$ cat src/rtl/gfc_ram.sv
// gfc_ram: generic single-port-write, single-port-read synchronous memory
// with registered read data. Depends on nothing.
module gfc_ram #(
	parameter int DEPTH = 64,
	parameter int WIDTH = 8
) (
	input  logic                     clk,
	input  logic                     we,
	input  logic [$clog2(DEPTH)-1:0] waddr,
	input  logic [WIDTH-1:0]         wdata,
	input  logic                     re,
	input  logic [$clog2(DEPTH)-1:0] raddr,
	output logic [WIDTH-1:0]         rdata
);

	logic [WIDTH-1:0] mem_q [DEPTH];

	always_ff @(posedge clk) begin
		if (we) begin
			mem_q[waddr] <= wdata;
		end
	end

	always_ff @(posedge clk) begin
		if (re) begin
			rdata <= mem_q[raddr];
		end
	end

endmodule

$ cat config.mk
export PLATFORM = sky130hd
export DESIGN_NAME = gfc_ram
export DESIGN_NICKNAME = d
export VERILOG_FILES = /design/src/rtl/gfc_ram.sv
export SDC_FILE = /design/constraint.sdc
export NUM_CORES = 1
export LEC_CHECK = 0
export BUFFER_PORTS_ARGS = -buffer_cell sky130_fd_sc_hd__clkbuf_2
export CAP_MARGIN = 0
export CORE_ASPECT_RATIO = 0.7
export CORE_MARGIN = 2
export CORE_UTILIZATION = 28
export DETAILED_ROUTE_END_ITERATION = 16
export GPL_TIMING_DRIVEN = 0
export PLACE_DENSITY_LB_ADDON = 0.08
export SYNTH_ARGS = -nofsm -noshare
export SYNTH_HDL_FRONTEND = slang
export SYNTH_SLANG_ARGS = --single-unit
$ cat constraint.sdc
create_clock -name clk -period 2.37 [get_ports clk]
set_input_delay 0.3555 -clock clk [delete_from_list [all_inputs] [get_ports clk]]
set_output_delay 0.3555 -clock clk [all_outputs]
set_load 0.02 [all_outputs]
==> results_dict.tcl <==
set metrics [dict create \
    status "finished clean" \
    hpwl_um 39200 \
    area_growth_pct 16.2 \
    grt_pass1_vias 9873 \
    place.gp.congestion 0.774 \
    core_sq_um 71600 \
    gr-usage-met2 0.219 \
    power_density_nw_per_um2 838 \
    top_usage_layer "met1" \
    use_met1 0.259 \
    cts_max_path_buffers 3 \
    synth-edff-count 520 \
    die_area_sq_um 74500 \
    drtIter0Drc 956 \
    reg2reg_from "mem_q[29][4]" \
    finalClockSkew_ns 0.0209 \
    p_clk_frac 0.422 \
    ys.flop_type "edfxtp_1" \
    grt_overflow_total 0 \
    fin_tns_setup_ns 0 \
    numCtsBuffers 54 \
    p_leak_nw 7.15 \
    synth.top_cells.by_area "edfxtp_1, mux4_2, nor2_1" \
    grt_max_degree 65 \
    synthTopCellsByCount "edfxtp_1, mux4_2, nor2_1" \
    r2r_cells 5 \
    total_power_w 0.0197 \
    syn_nets 963 \
    antenna_found_initial 5 \
    ir_drop_mv 0.508 \
    ys_types 39 \
    cap_viol_max_count 0 \
    cts_root_buf "clkbuf_16" \
    num_vias 9851 \
    maxSlewHeadroom 0.152 \
    reg2reg_to "rdata[4]" \
    setup_viol 0 \
    p_comb_frac 0.059 \
    h-tree-depth 2 \
    design_area_sq_um 23500 \
    p_sw_frac 0.225 \
    layout-drive-gt1-share 0.282 \
    cp.required_ns 2.71 \
    fin_crit_ns 2.35 \
    min_path_type "input pin to flip-flop" \
    crit_start "raddr[2]" \
    ios 31 \
    drc 0 \
    wire_per_inst_um 29.6 \
    drv_slew 0 \
    synthArstFlopShare 0 \
    yosys_warnings 0 \
    power_switching_w 0.00443 \
    die_y_um 229 \
    holdWs_ns 0.155 \
    worst_ep_arrival_time_ns 2.70 \
    port_buffers 22 \
    synth_top_cell_area_share 0.771 \
    clk_pin_slew_ns 0.06 \
    syn_area_per_cell_sq_um 21.5 \
    synth_seq_cells 520 \
    place_area_sq_um 21600 \
    clkSinkCount 520 \
    clk_latency_ns 0.63 \
    synth_area_sq_um 20200 \
    fmax_mhz 425 \
    hold_buffers 0 \
    crit_type "input pin to flip-flop" \
    grtUsageMet3 0.0385 \
    crit_end "rdata[6]" \
    drt-vias-per-instance 4.84 \
    reg2reg_slack_ns 0.09 \
    post-route-period-util 0.993 \
    path_max_fanout 10 \
    die-width_um 325 \
    dp_slack_ns -1.30 \
    cts_tree "built" \
    first_pass_iters 5 \
    fillers 6879 \
    setup_ws_ns 0.0170 \
    intPower_w 0.0153 \
    num_rows 82 \
    grt_usage 0.162 \
    totalWireLength_um 60100 \
    endpoint_kind "flip-flop" \
    p_seq_frac 0.518 \
    final_hold_viol_count 0 \
    synth-seq-area-share 0.771 \
    yosysTopAreaCell "edfxtp_1" \
    synth_most_common_cell "edfxtp_1" \
    cp-start-kind "input pin" \
    route.antenna.remaining_nets 0 \
    fin_nets 1046 \
    initial_core_util 0.283 \
    synth_cells 940 \
    grt_pass1_wl_um 83300 \
    worstMarginPinSlew_ns 1.26 \
]
## worst max-delay path, cell delays in order
cell      delay [ns]
buf_2           0.16
buf_4           0.24
clkbuf_2        0.36
nor2_2          0.37
o221ai_1        0.17
nor2_1          0.39
nor3_2          0.13
o32ai_2         0.51
## sequential cells by signal (all words and copies together), names as in the netlist
register	flops
rdata	8
mem_q	512
## metrics by stage
stage,std cells,utilization
2_1_floorplan,940,-
3_3_place_gp,1928,0.301
3_5_place_dp,1929,0.302
4_1_cts,2029,0.326
5_1_grt,2033,0.328
6_report,2034,0.328
## repair_timing
item	CTS	global route
buffers inserted	0	2
endpoints found under the setup margin	8	8
cloned	0	0
resized for setup	31	15
## area by class of cell
type | instances | area (sq um) | share of cell area
tap | 966 | 1210 | 0.0514
clock inverter | 32 | 275 | 0.0117
multi-input combinational | 369 | 4420 | 0.188
timing repair buffer | 27 | 210 | 0.00894
sequential | 520 | 15600 | 0.664
antenna | 1 | 2.50 | 0.000106
buffer | 51 | 365 | 0.0155
clock buffer | 68 | 1430 | 0.0606
## placed cells by master, fill, tap and decap left out, types with 8 or more instances in the layout
master | Yosys | layout
nand2_1 | 19 | 19
clkbuf_16 | 0 | 55
clkinv_2 | 0 | 11
clkbuf_2 | 0 | 22
nand3_1 | 13 | 12
o221ai_1 | 8 | 8
clkinv_1 | 0 | 11
edfxtp_1 | 520 | 520
nor2b_1 | 14 | 14
clkbuf_1 | 17 | 23
nor2_1 | 83 | 82
buf_4 | 13 | 19
mux2_2 | 13 | 13
mux4_2 | 126 | 126
mux2i_1 | 23 | 18
## power by group through the flow
stage,sequential (W),clock (W),combinational (W)
3_5_place_dp,0.0104,0,0.00114
3_3_place_gp,0.0104,0,0.00112
5_1_grt,0.0102,0.00889,0.00124
6_report,0.0102,0.00833,0.00117
4_1_cts,0.0102,0.00857,0.00115
2_1_floorplan,0.0104,0,0.000543
## layer usage
layer / vias up / part of all wire
met5: - / 0.00017
met4: 2 / 0.017
met3: 72 / 0.061
met2: 299 / 0.40
met1: 5360 / 0.52
li1: 4118 / -
## worst min path at each step
stage                         from      endpoint  slack [ns]  cells past startpoint
after floorplan           wdata[0]   mem_q[0][0]        0.45                      0
after global placement    rdata[2]      rdata[2]        0.81                      1
after detailed placement  rdata[0]      rdata[0]        0.81                      1
after CTS                       re      rdata[4]        0.18                      1
after global routing      wdata[7]  mem_q[24][7]        0.14                      1
final                     wdata[7]  mem_q[25][7]        0.15                      1
## cell families (layout without fill, tap and decap cells)
family / Yosys count / after routing / share of synthesized area
and+or+nand+nor: 153 / 153 / 0.0337
buffers and inverters: 51 / 178 / 0.0156
AOI/OAI and AO/OA: 54 / 54 / 0.0206
muxes: 162 / 162 / 0.159
DFF: 520 / 520 / 0.771
other: 0 / 1 / 0
Power figures use the tool's default switching activity.
