### src/rtl/gfc_pkg.sv
// gfc_pkg: shared constants, op codes and state encoding for the first-fit
// graph coloring core. No dependencies; used by the core and gfc_first_fit.
package gfc_pkg;

	localparam int VERTICES   = 1024;
	localparam int NUM_COLORS = 64;

	localparam int V_W     = 10;   // vertex and neighbor field width
	localparam int COLOR_W = 7;    // color and colors_used field width
	localparam int POS_W   = 10;   // class_position field width
	localparam int CNT_W   = 11;   // class counter width
	localparam int OP_W    = 2;

	localparam int CNT_MAX = (1 << CNT_W) - 1;
	localparam int POS_MAX = (1 << POS_W) - 1;

	localparam int ADDR_W = $clog2(VERTICES);
	localparam int CLS_W  = $clog2(NUM_COLORS);

	// the clearing sweep covers both memories
	localparam int CLEAR_LEN = (VERTICES > NUM_COLORS) ? VERTICES : NUM_COLORS;
	localparam int CLR_W     = $clog2(CLEAR_LEN);

	typedef enum logic [OP_W-1:0] {
		OP_CLEAR = 2'd0,
		OP_COLOR = 2'd1,
		OP_MARK  = 2'd2,
		OP_NONE  = 2'd3
	} op_t;

	typedef enum logic [2:0] {
		ST_CLEAR,
		ST_IDLE,
		ST_FIND,
		ST_COUNT,
		ST_MARK
	} state_t;

endpackage

### src/rtl/gfc_first_fit.sv
// gfc_first_fit: priority encoder that picks the lowest color not held by a
// neighbor, treating colors above the highest used as free. Uses gfc_pkg.
module gfc_first_fit (
	input  logic [gfc_pkg::NUM_COLORS-1:0] used_bits,
	input  logic [gfc_pkg::COLOR_W-1:0]    highest,
	output logic [gfc_pkg::COLOR_W-1:0]    color
);

	logic [gfc_pkg::NUM_COLORS-1:0] free;

	always_comb begin
		for (int i = 0; i < gfc_pkg::NUM_COLORS; i++) begin
			free[i] = !used_bits[i] || ((i + 1) > int'(highest));
		end
	end

	// lowest free color wins, 0 means none left
	always_comb begin
		color = '0;
		for (int i = gfc_pkg::NUM_COLORS - 1; i >= 0; i--) begin
			if (free[i]) begin
				color = gfc_pkg::COLOR_W'(i + 1);
			end
		end
	end

endmodule
### config.mk
export PLATFORM = sky130hd
export DESIGN_NAME = gfc_first_fit
export DESIGN_NICKNAME = d
export VERILOG_FILES = /design/src/rtl/gfc_pkg.sv /design/src/rtl/gfc_first_fit.sv
export SDC_FILE = /design/constraint.sdc
export NUM_CORES = 1
export LEC_CHECK = 0
export BUFFER_PORTS_ARGS = -buffer_cell sky130_fd_sc_hd__buf_2
export CORE_MARGIN = 5
export CORE_UTILIZATION = 40
export DETAILED_ROUTE_END_ITERATION = 12
export PLACE_DENSITY = 0.67
export SYNTH_ARGS = -nofsm -noshare
export SYNTH_HDL_FRONTEND = slang
export SYNTH_SLANG_ARGS = --single-unit
### constraint.sdc
create_clock -name vclk -period 3.45
set_input_delay 0.69 -clock vclk [all_inputs]
set_output_delay 0.69 -clock vclk [all_outputs]
set_load 0.01 [all_outputs]
==> results.txt, run 1 <==
The synthesized design spends more area on one cell type than any other, namely sky130_fd_sc_hd__nand2_1. The hold violation total from the final report came out at 0. The worst supply voltage drop on vdd came out at 69.61 uV. The number of instances in the synthesized netlist is 311. After detailed routing, the number of remaining DRC violations is 0.

The number of buffers and inverters on the critical path is 3. The critical path's largest stage delay came out at 0.59 ns. The run finished, with violations left. The synthesis warning total came out at 0. Based on the critical path, the design can be clocked at up to 289.8 MHz. Once detail routing completed, the nets flagged for antenna violations numbered 0. Once placement completed, the tool counted placed cells totaling 496.

The minimum period implied by the final worst setup slack is 3.450 ns. The first global-routing pass estimated 14,820 um of wire. The power per cell area is 110.7 mW/mm^2. The number of pins with negative max-slew slack in the final report was 0. The sequential power share is 0%.

The count of endpoints failing setup in the final report came out at 1. The critical path capture point type is an output port. The analysis attributes to cell leakage a power of 1.336 nW. The critical path endpoint is color[6]. The internal portion of the total power is 0.1531 mW. The total of clock buffers placed in the layout is 0. The checks that failed: negative setup slack. The number of placement rows came out at 25. The kind of cell with the highest combined delay along the critical path is simple AND/OR/NAND/NOR gates. The core outline area came out at 0.004661 sq mm. The count of placed standard cells in the final layout, fillers left out came out at 496. Yosys mapped the design onto 58 distinct sky130hd cell types.

The worst setup path is of the in2out kind. With fillers left out, the area of the finished cells amounts to 0.003052 sq mm. The die covers 0.006219 sq mm. The switching component of the power came out at 0.1847 mW. The remaining global-route overflow came out at 0. In this run the cell area measured after placement is 0.002826 sq mm. Entering global routing, the biggest net connects 19 pins. The count of pins on the block boundary is 78. The worst hold margin came out at 1.795 ns. The maximum fanout count along the critical path is 9. The max-slew headroom at the worst pin is 70.41%. The clock network is responsible for 0% of the overall power. The total number of cells along the worst setup path is 10. After layout, the worst setup slack is -0.0003777 ns.

The register cell area after layout came out at 0 sq um. Across all layers, the routed design uses 3,201 vias. The proportion of netlist area held by the largest area contributor came out at 7.124%. The routed wire length came out at 9905 um. The number of violations reported at the end of detailed-routing iteration 0 came out at 277. In this run the tool buffered the top-level ports with 78 buffer cells. Data on the critical path is required at its endpoint by 2.76 ns. The via density per instance came out at 6.454. The count of maximum capacitance violations is 0. The antenna diode count came out at 0. The cts-stage hold buffer count came out at 0. The arrival time of data at the critical path endpoint came out at 2.76 ns. The pin slew with the least headroom to its limit came out at 0.4370 ns. The die extent in x is 78.86 um. The initial antenna violation count is 0. The cell area after synthesis came out at 0.001897 sq mm. The final weighted congestion in routability-driven placement came out at 1.076. The launching element of the worst setup path is highest[6].

The switching share of total power came out at 54.68%. Of the synthesized area, sequential elements account for 0%. The die span in y came out at 78.86 um. The signal on the critical path passes through clkbuf_4 > buf_6 > or3_1 > o311a_1 > and2b_1 > nand2_1 > or4_1 > nor3_2 > and3_1 > buf_2. At the end of the flow the core is filled with cells to 65.48%. The part of the total power dissipated in combinational logic is 100.0%. Relative to the synthesized area, the layout overhead comes to 60.88%. For this design, the slowest cell found on the critical path is sky130_fd_sc_hd__or4_1. The share of cells above drive strength 1 is 43.44%.

The worst setup path is launched from an input pin. The net count after synthesis is 382. The average size of a mapped cell is 6.099 sq um. The first-pass iteration count of the detailed router came out at 5.

Yosys attributes the largest share of cell area to sky130_fd_sc_hd__nand2_1 (7.1%), sky130_fd_sc_hd__o21ai_0 (5.5%), sky130_fd_sc_hd__nand3_1 (5.3%). The wire length per cell came out at 19.97 um. The half-perimeter wire length after detailed placement came out at 8068 um.

Setup repair after global routing could not meet its margin everywhere. The flip-flop and latch count came out at 0. The worst hold path belongs to the class in2out. The layout has 440 filler cells. The effective utilization at floorplan came out at 40.70%. The number of nets in the finished design is 515. The total design power is 0.3378 mW. The share of the clock period used by the worst path is 100.0%.

The total global routing track utilization is 29.89%. The via count of the first global-routing pass is 3,077.
## kinds of logic (layout without fill, tap and decap cells)
group	Yosys count	count (layout)	share of synthesized area [%]
AND/OR/NAND/NOR	139	139	39.12
buffers and inverters	37	168	9.499
AO/OA/AOI/OAI	135	135	51.39
## layout make-up
type                       count  area [sq um]  share of cell area [%]
tap                           54         67.56                   2.214
inverter                      13         48.80                   1.599
timing repair buffer         155          1031                   33.78
multi-input combinational    274          1904                   62.40
## routing by layer
metal  vias up  global-route usage, %  part of all wire [%]
li1       1492                      -                     -
met2       201                  53.40                    47
met4         0                  13.23                   4.8
met3        43                  3.175                   7.3
met1      1465                  35.92                    41
met5         -                      0                     0
## cells in the mapped netlist (all sizes together), types with 3 or more instances
cell / count
nand2: 36
o21ai: 25
nand3: 20
a21oi: 18
buf: 18
nor2: 18
a21o: 13
inv: 13
nor3: 12
o21a: 12
nand4: 11
a211oi: 9
and3: 8
clkbuf: 6
o211ai: 6
a21boi: 4
a31oi: 4
nor2b: 4
o311a: 4
o31ai: 4
or3: 4
or4: 4
a2111oi: 3
a211o: 3
a311oi: 3
a41oi: 3
and2: 3
and4: 3
nand3b: 3
nor4: 3
o2111ai: 3
o41ai: 3
or2: 3
## power groups by stage
stage	combinational, mW	sequential [mW]	clock [mW]
after floorplan	0.146	0	0
after global placement	0.303	0	0
after detailed placement	0.303	0	0
final	0.338	0	0
after CTS	0.312	0	0
after global routing	0.360	0	0
## how the worst min path moves through the flow
stage,startpoint,end,slack (ns),cells after the start
6_report,used_bits[41],color[2],1.79,4
5_1_grt,used_bits[41],color[2],1.82,4
4_1_cts,used_bits[41],color[2],1.78,4
3_5_place_dp,used_bits[41],color[2],1.78,4
3_3_place_gp,used_bits[41],color[2],1.78,4
2_1_floorplan,used_bits[41],color[2],1.53,2
## per-stage QoR
step                setup WS (ns)     TNS, ns
floorplan                  0.2562           0
global placement         -0.07867     -0.2286
detailed placement        -0.1544     -0.3937
CTS                    0.00007305           0
global route             -0.06690     -0.2371
finish                 -0.0003777  -0.0003777
## layout by cell type, fill, tap and decap left out, drive strengths merged, types with 9 or more instances in the layout
cell type	instances
a211oi	9
a21o	13
a21oi	18
buf	154
inv	13
nand2	36
nand3	20
nand4	11
nor2	18
nor3	12
o21a	12
o21ai	25
## timing repair
item                       4_1_cts  5_1_grt
gates resized for setup         14       41
pin swaps                        1       16
setup endpoints to repair        5        7
buffers inserted                 0        0
cloned                           0        0
(Power assumes the default switching activity.)
==> inputs of run 2 (changes only) <==
- ABC_AREA: default -> 1
- PLACE_DENSITY: 0.67 -> 0.68
==> run 2 against run 1 <==
  * The run still ends with negative setup slack left
  * Final area up 17%
  * Flip-flop and latch count is the same
  * Synthesized cell count up 27%
  * Largest cell class unchanged
  * Largest power group unchanged
==> results.txt, run 2 <==
The run finished, with violations left. The checks that failed: negative setup slack. The share of the clock period used by the worst path is 149.8% (+50 points). The cell occurring most often along the worst timing path is sky130_fd_sc_hd__nand2_1.

The maximum fanout count along the critical path is 4 (-5). The number of violations reported at the end of detailed-routing iteration 0 came out at 314 (+13%). The number of nets in the finished design came out at 682 (+32%). The cell at the slowest stage of the critical path is sky130_fd_sc_hd__o211ai_1. The count of buffers from port buffering came out at 78 (unchanged). The proportion of synthesized area in mux cells is 0% (unchanged). The number of pins with negative max-slew slack in the final report came out at 0 (unchanged).

The effective utilization at floorplan is 40.74% (+0.043 points). The pin slew with the least headroom to its limit is 0.6324 ns (+0.1954 ns). The critical path's largest stage delay is 0.23 ns (-0.36 ns). The cell area after synthesis is 0.001762 sq mm (-7.1%). The cts-stage hold buffer count is 0 (unchanged). The number of instances in the synthesized netlist came out at 394 (+27%). The startpoint class of the critical path is an input pin. The setup slack after layout is -1.717 ns (-1.717 ns).

The max-slew headroom at the worst pin came to 57.45% (-13 points). The die area came out at 0.005832 sq mm (-6.2%). The die span in y is 76.37 um (-3.2%).

STA classifies the critical path endpoint as an output port. The biggest area contributor in the post-synthesis netlist is sky130_fd_sc_hd__nand2_1. The synthesis warning total came out at 0 (unchanged). The number of distinct standard cells referenced by the synthesized netlist is 29 (-50%). The power per cell area is 113.8 mW/mm^2 (+2.8%).

The worst supply voltage drop on vdd came out at 71.99 uV (+3.4%). The fmax came out at 193.5 MHz (-33%). The post-synthesis xor/xnor area fraction is 0% (unchanged).

The total via count in the routed design is 3,761 (+17%). The count of endpoints failing setup in the final report is 7 (+6). The remaining global-route overflow is 0 (unchanged).

The area used by multi-input combinational logic is 0.001630 sq mm (-14%). The core outline area is 0.004324 sq mm (-7.2%). The worst slack after detailed placement came out at -1.314 ns (-1.160 ns).

The hold violation total from the final report came to 0 (unchanged). The adder-cell area share of the yosys netlist came out at 0% (unchanged). The count of maximum capacitance violations came to 0 (unchanged). The compound-gate portion of the synthesized area came out at 22.51% (-29 points). The share of cells above drive strength 1 is 46.47% (+3.0 points).

The count of pins on the block boundary is 78 (unchanged). The initial antenna violation count came out at 0 (unchanged). The endpoint required time on the critical path came to 2.76 ns (about the same). The post-synthesis simple-gate area fraction is 56.75% (+18 points).

The signed area change from the synthesized netlist to the final layout came out at 103.3%. The total of clock buffers placed in the layout came out at 0 (unchanged). The first-pass iteration count of the detailed router came out at 5 (unchanged). The via density per instance is 5.690 (-12%). The end-of-flow core utilization came to 82.81% (+17 points). The proportion of synthesized chip area in sequential cells is 0% (unchanged).

Leaving out fill and tap cells, the most frequent cell in the layout is sky130_fd_sc_hd__buf_4. The setup path with the least slack is of type in2out. The routed wire length came out at 10,770 um (+8.8%). The arrival time of data at the critical path endpoint came out at 4.48 ns (+1.72 ns). Setup repair after global routing could not meet its margin everywhere. The number of cells on the worst hold path is 5 (+1). The leakage power summed over all cells came to 2.015 nW (+51%). The half-perimeter wire length after detailed placement was 7001 um (-13%). The average size of a mapped cell is 4.471 sq um (-27%). The via count of the first global-routing pass came out at 3,583 (+16%). The total global routing track utilization came out at 32.34% (+2.4 points).

The most numerous cell in the Yosys netlist is sky130_fd_sc_hd__nand2_1. The proportion of netlist area held by the largest area contributor came out at 25.99% (+19 points). In the layout the commonest cells are sky130_fd_sc_hd__buf_4 (138), sky130_fd_sc_hd__nand2_1 (112), sky130_fd_sc_hd__inv_1 (81), sky130_fd_sc_hd__buf_2 (70), sky130_fd_sc_hd__nor2_1 (44). The first-pass GRT wire length is 16,100 um (+8.6%). In this run the most critical hold path is launched from used_bits[63].

By area, the combinational part of the netlist is dominated by simple AND/OR/NAND/NOR gates. The die extent in x is 76.37 um (-3.2%). The class of the tightest hold or removal check is in2out. The wire length per cell came to 16.30 um (-18%). The final weighted congestion in routability-driven placement is 0.9620 (-11%). The antenna diode count is 0 (unchanged).

The minimum period implied by the final worst setup slack is 5.167 ns (+1.717 ns). The terminating pin of the worst hold path is color[6]. The number of placement rows came out at 24 (-4.0%). The flip-flop and latch count is 0 (unchanged). The total design power was 0.4075 mW (+21%). The remaining antenna violation count after routing is 0 (unchanged). The pin count of the biggest net entering global routing came out at 14 (-5).

The net count after synthesis came to 465 (+22%). The register cell area after layout came to 0 sq um (unchanged). The DRC violation count after routing is 0 (unchanged). By count the netlist is led by sky130_fd_sc_hd__nand2_1 (122), sky130_fd_sc_hd__inv_1 (85), sky130_fd_sc_hd__nor2_1 (53), sky130_fd_sc_hd__o21ai_0 (21), sky130_fd_sc_hd__nand3_1 (19). Ranked by total cell area, the synthesized netlist is headed by sky130_fd_sc_hd__nand2_1 (26%), sky130_fd_sc_hd__inv_1 (18%), sky130_fd_sc_hd__nor2_1 (11%).

The number of fill cells is 294 (-33%).
-- run 2: cell count changes after synthesis, moves of 8 or more --
cell                      change
sky130_fd_sc_hd__nor2_1      +35
sky130_fd_sc_hd__a21o_1      -13
sky130_fd_sc_hd__nand2_1     +86
sky130_fd_sc_hd__inv_1       +72
sky130_fd_sc_hd__o21a_1      -12
sky130_fd_sc_hd__buf_2       -11
sky130_fd_sc_hd__and3_1       -8
-- run 2: how the worst max path moves through the flow --
stage | from | to | cells after the start
global placement | highest[6] | color[0] | 61
CTS | highest[6] | color[0] | 61
floorplan | highest[4] | color[0] | 58
finish | highest[4] | color[0] | 55
global route | highest[5] | color[0] | 60
detailed placement | highest[6] | color[0] | 61
-- run 2: per-layer routing --
metal / part of all wire (%) / wire length, um / vias up / global-route usage [%]
li1: - / - / 1684 / -
met1: 36 / 3904 / 1636 / 37.18
met2: 45 / 4873 / 343 / 56.51
met3: 11 / 1212 / 98 / 4.965
met4: 7.3 / 783 / 0 / 17.66
met5: 0 / 0 / - / 0
-- run 2: cell type report --
type | instances | share of cell area, %
inverters | 92 | 10.13
multi-input cells | 298 | 45.53
well taps | 52 | 1.817
repair buffers | 219 | 42.52
-- run 2: power by group --
group	internal [mW]	switching, mW
Combinational	0.190	0.218
Sequential	0	0
Clock	0	0
Total	0.190	0.218
-- run 2: logic make-up after synthesis --
logic type | Yosys count
buf+inv | 96
compound gates | 65
simple gates | 233
-- run 2: per-stage QoR --
stage          std cells  setup TNS (ns)  cell area (sq um)  hold WS (ns)
6_report             661          -7.373               3581         1.811
5_1_grt              661          -8.557               3581         1.827
4_1_cts              658          -5.242               3513         1.806
3_5_place_dp         641          -4.858               3189         1.794
3_3_place_gp         641          -4.444               3189         1.792
2_1_floorplan        394         -0.7284               1864         1.559
-- run 2: what timing repair did --
| item | CTS | global route |
|---|---|---|
| gates resized for setup | 51 | 16 |
| pin swaps | 27 | 9 |
| buffers inserted | 17 | 3 |
| endpoints found under the setup margin | 7 | 7 |
-- run 2: worst max-delay path: cells and delay by family --
kind            cells  cell delay (ns)
compound gates      1             0.23
simple gates       49             3.09
buf+inv             5             0.43
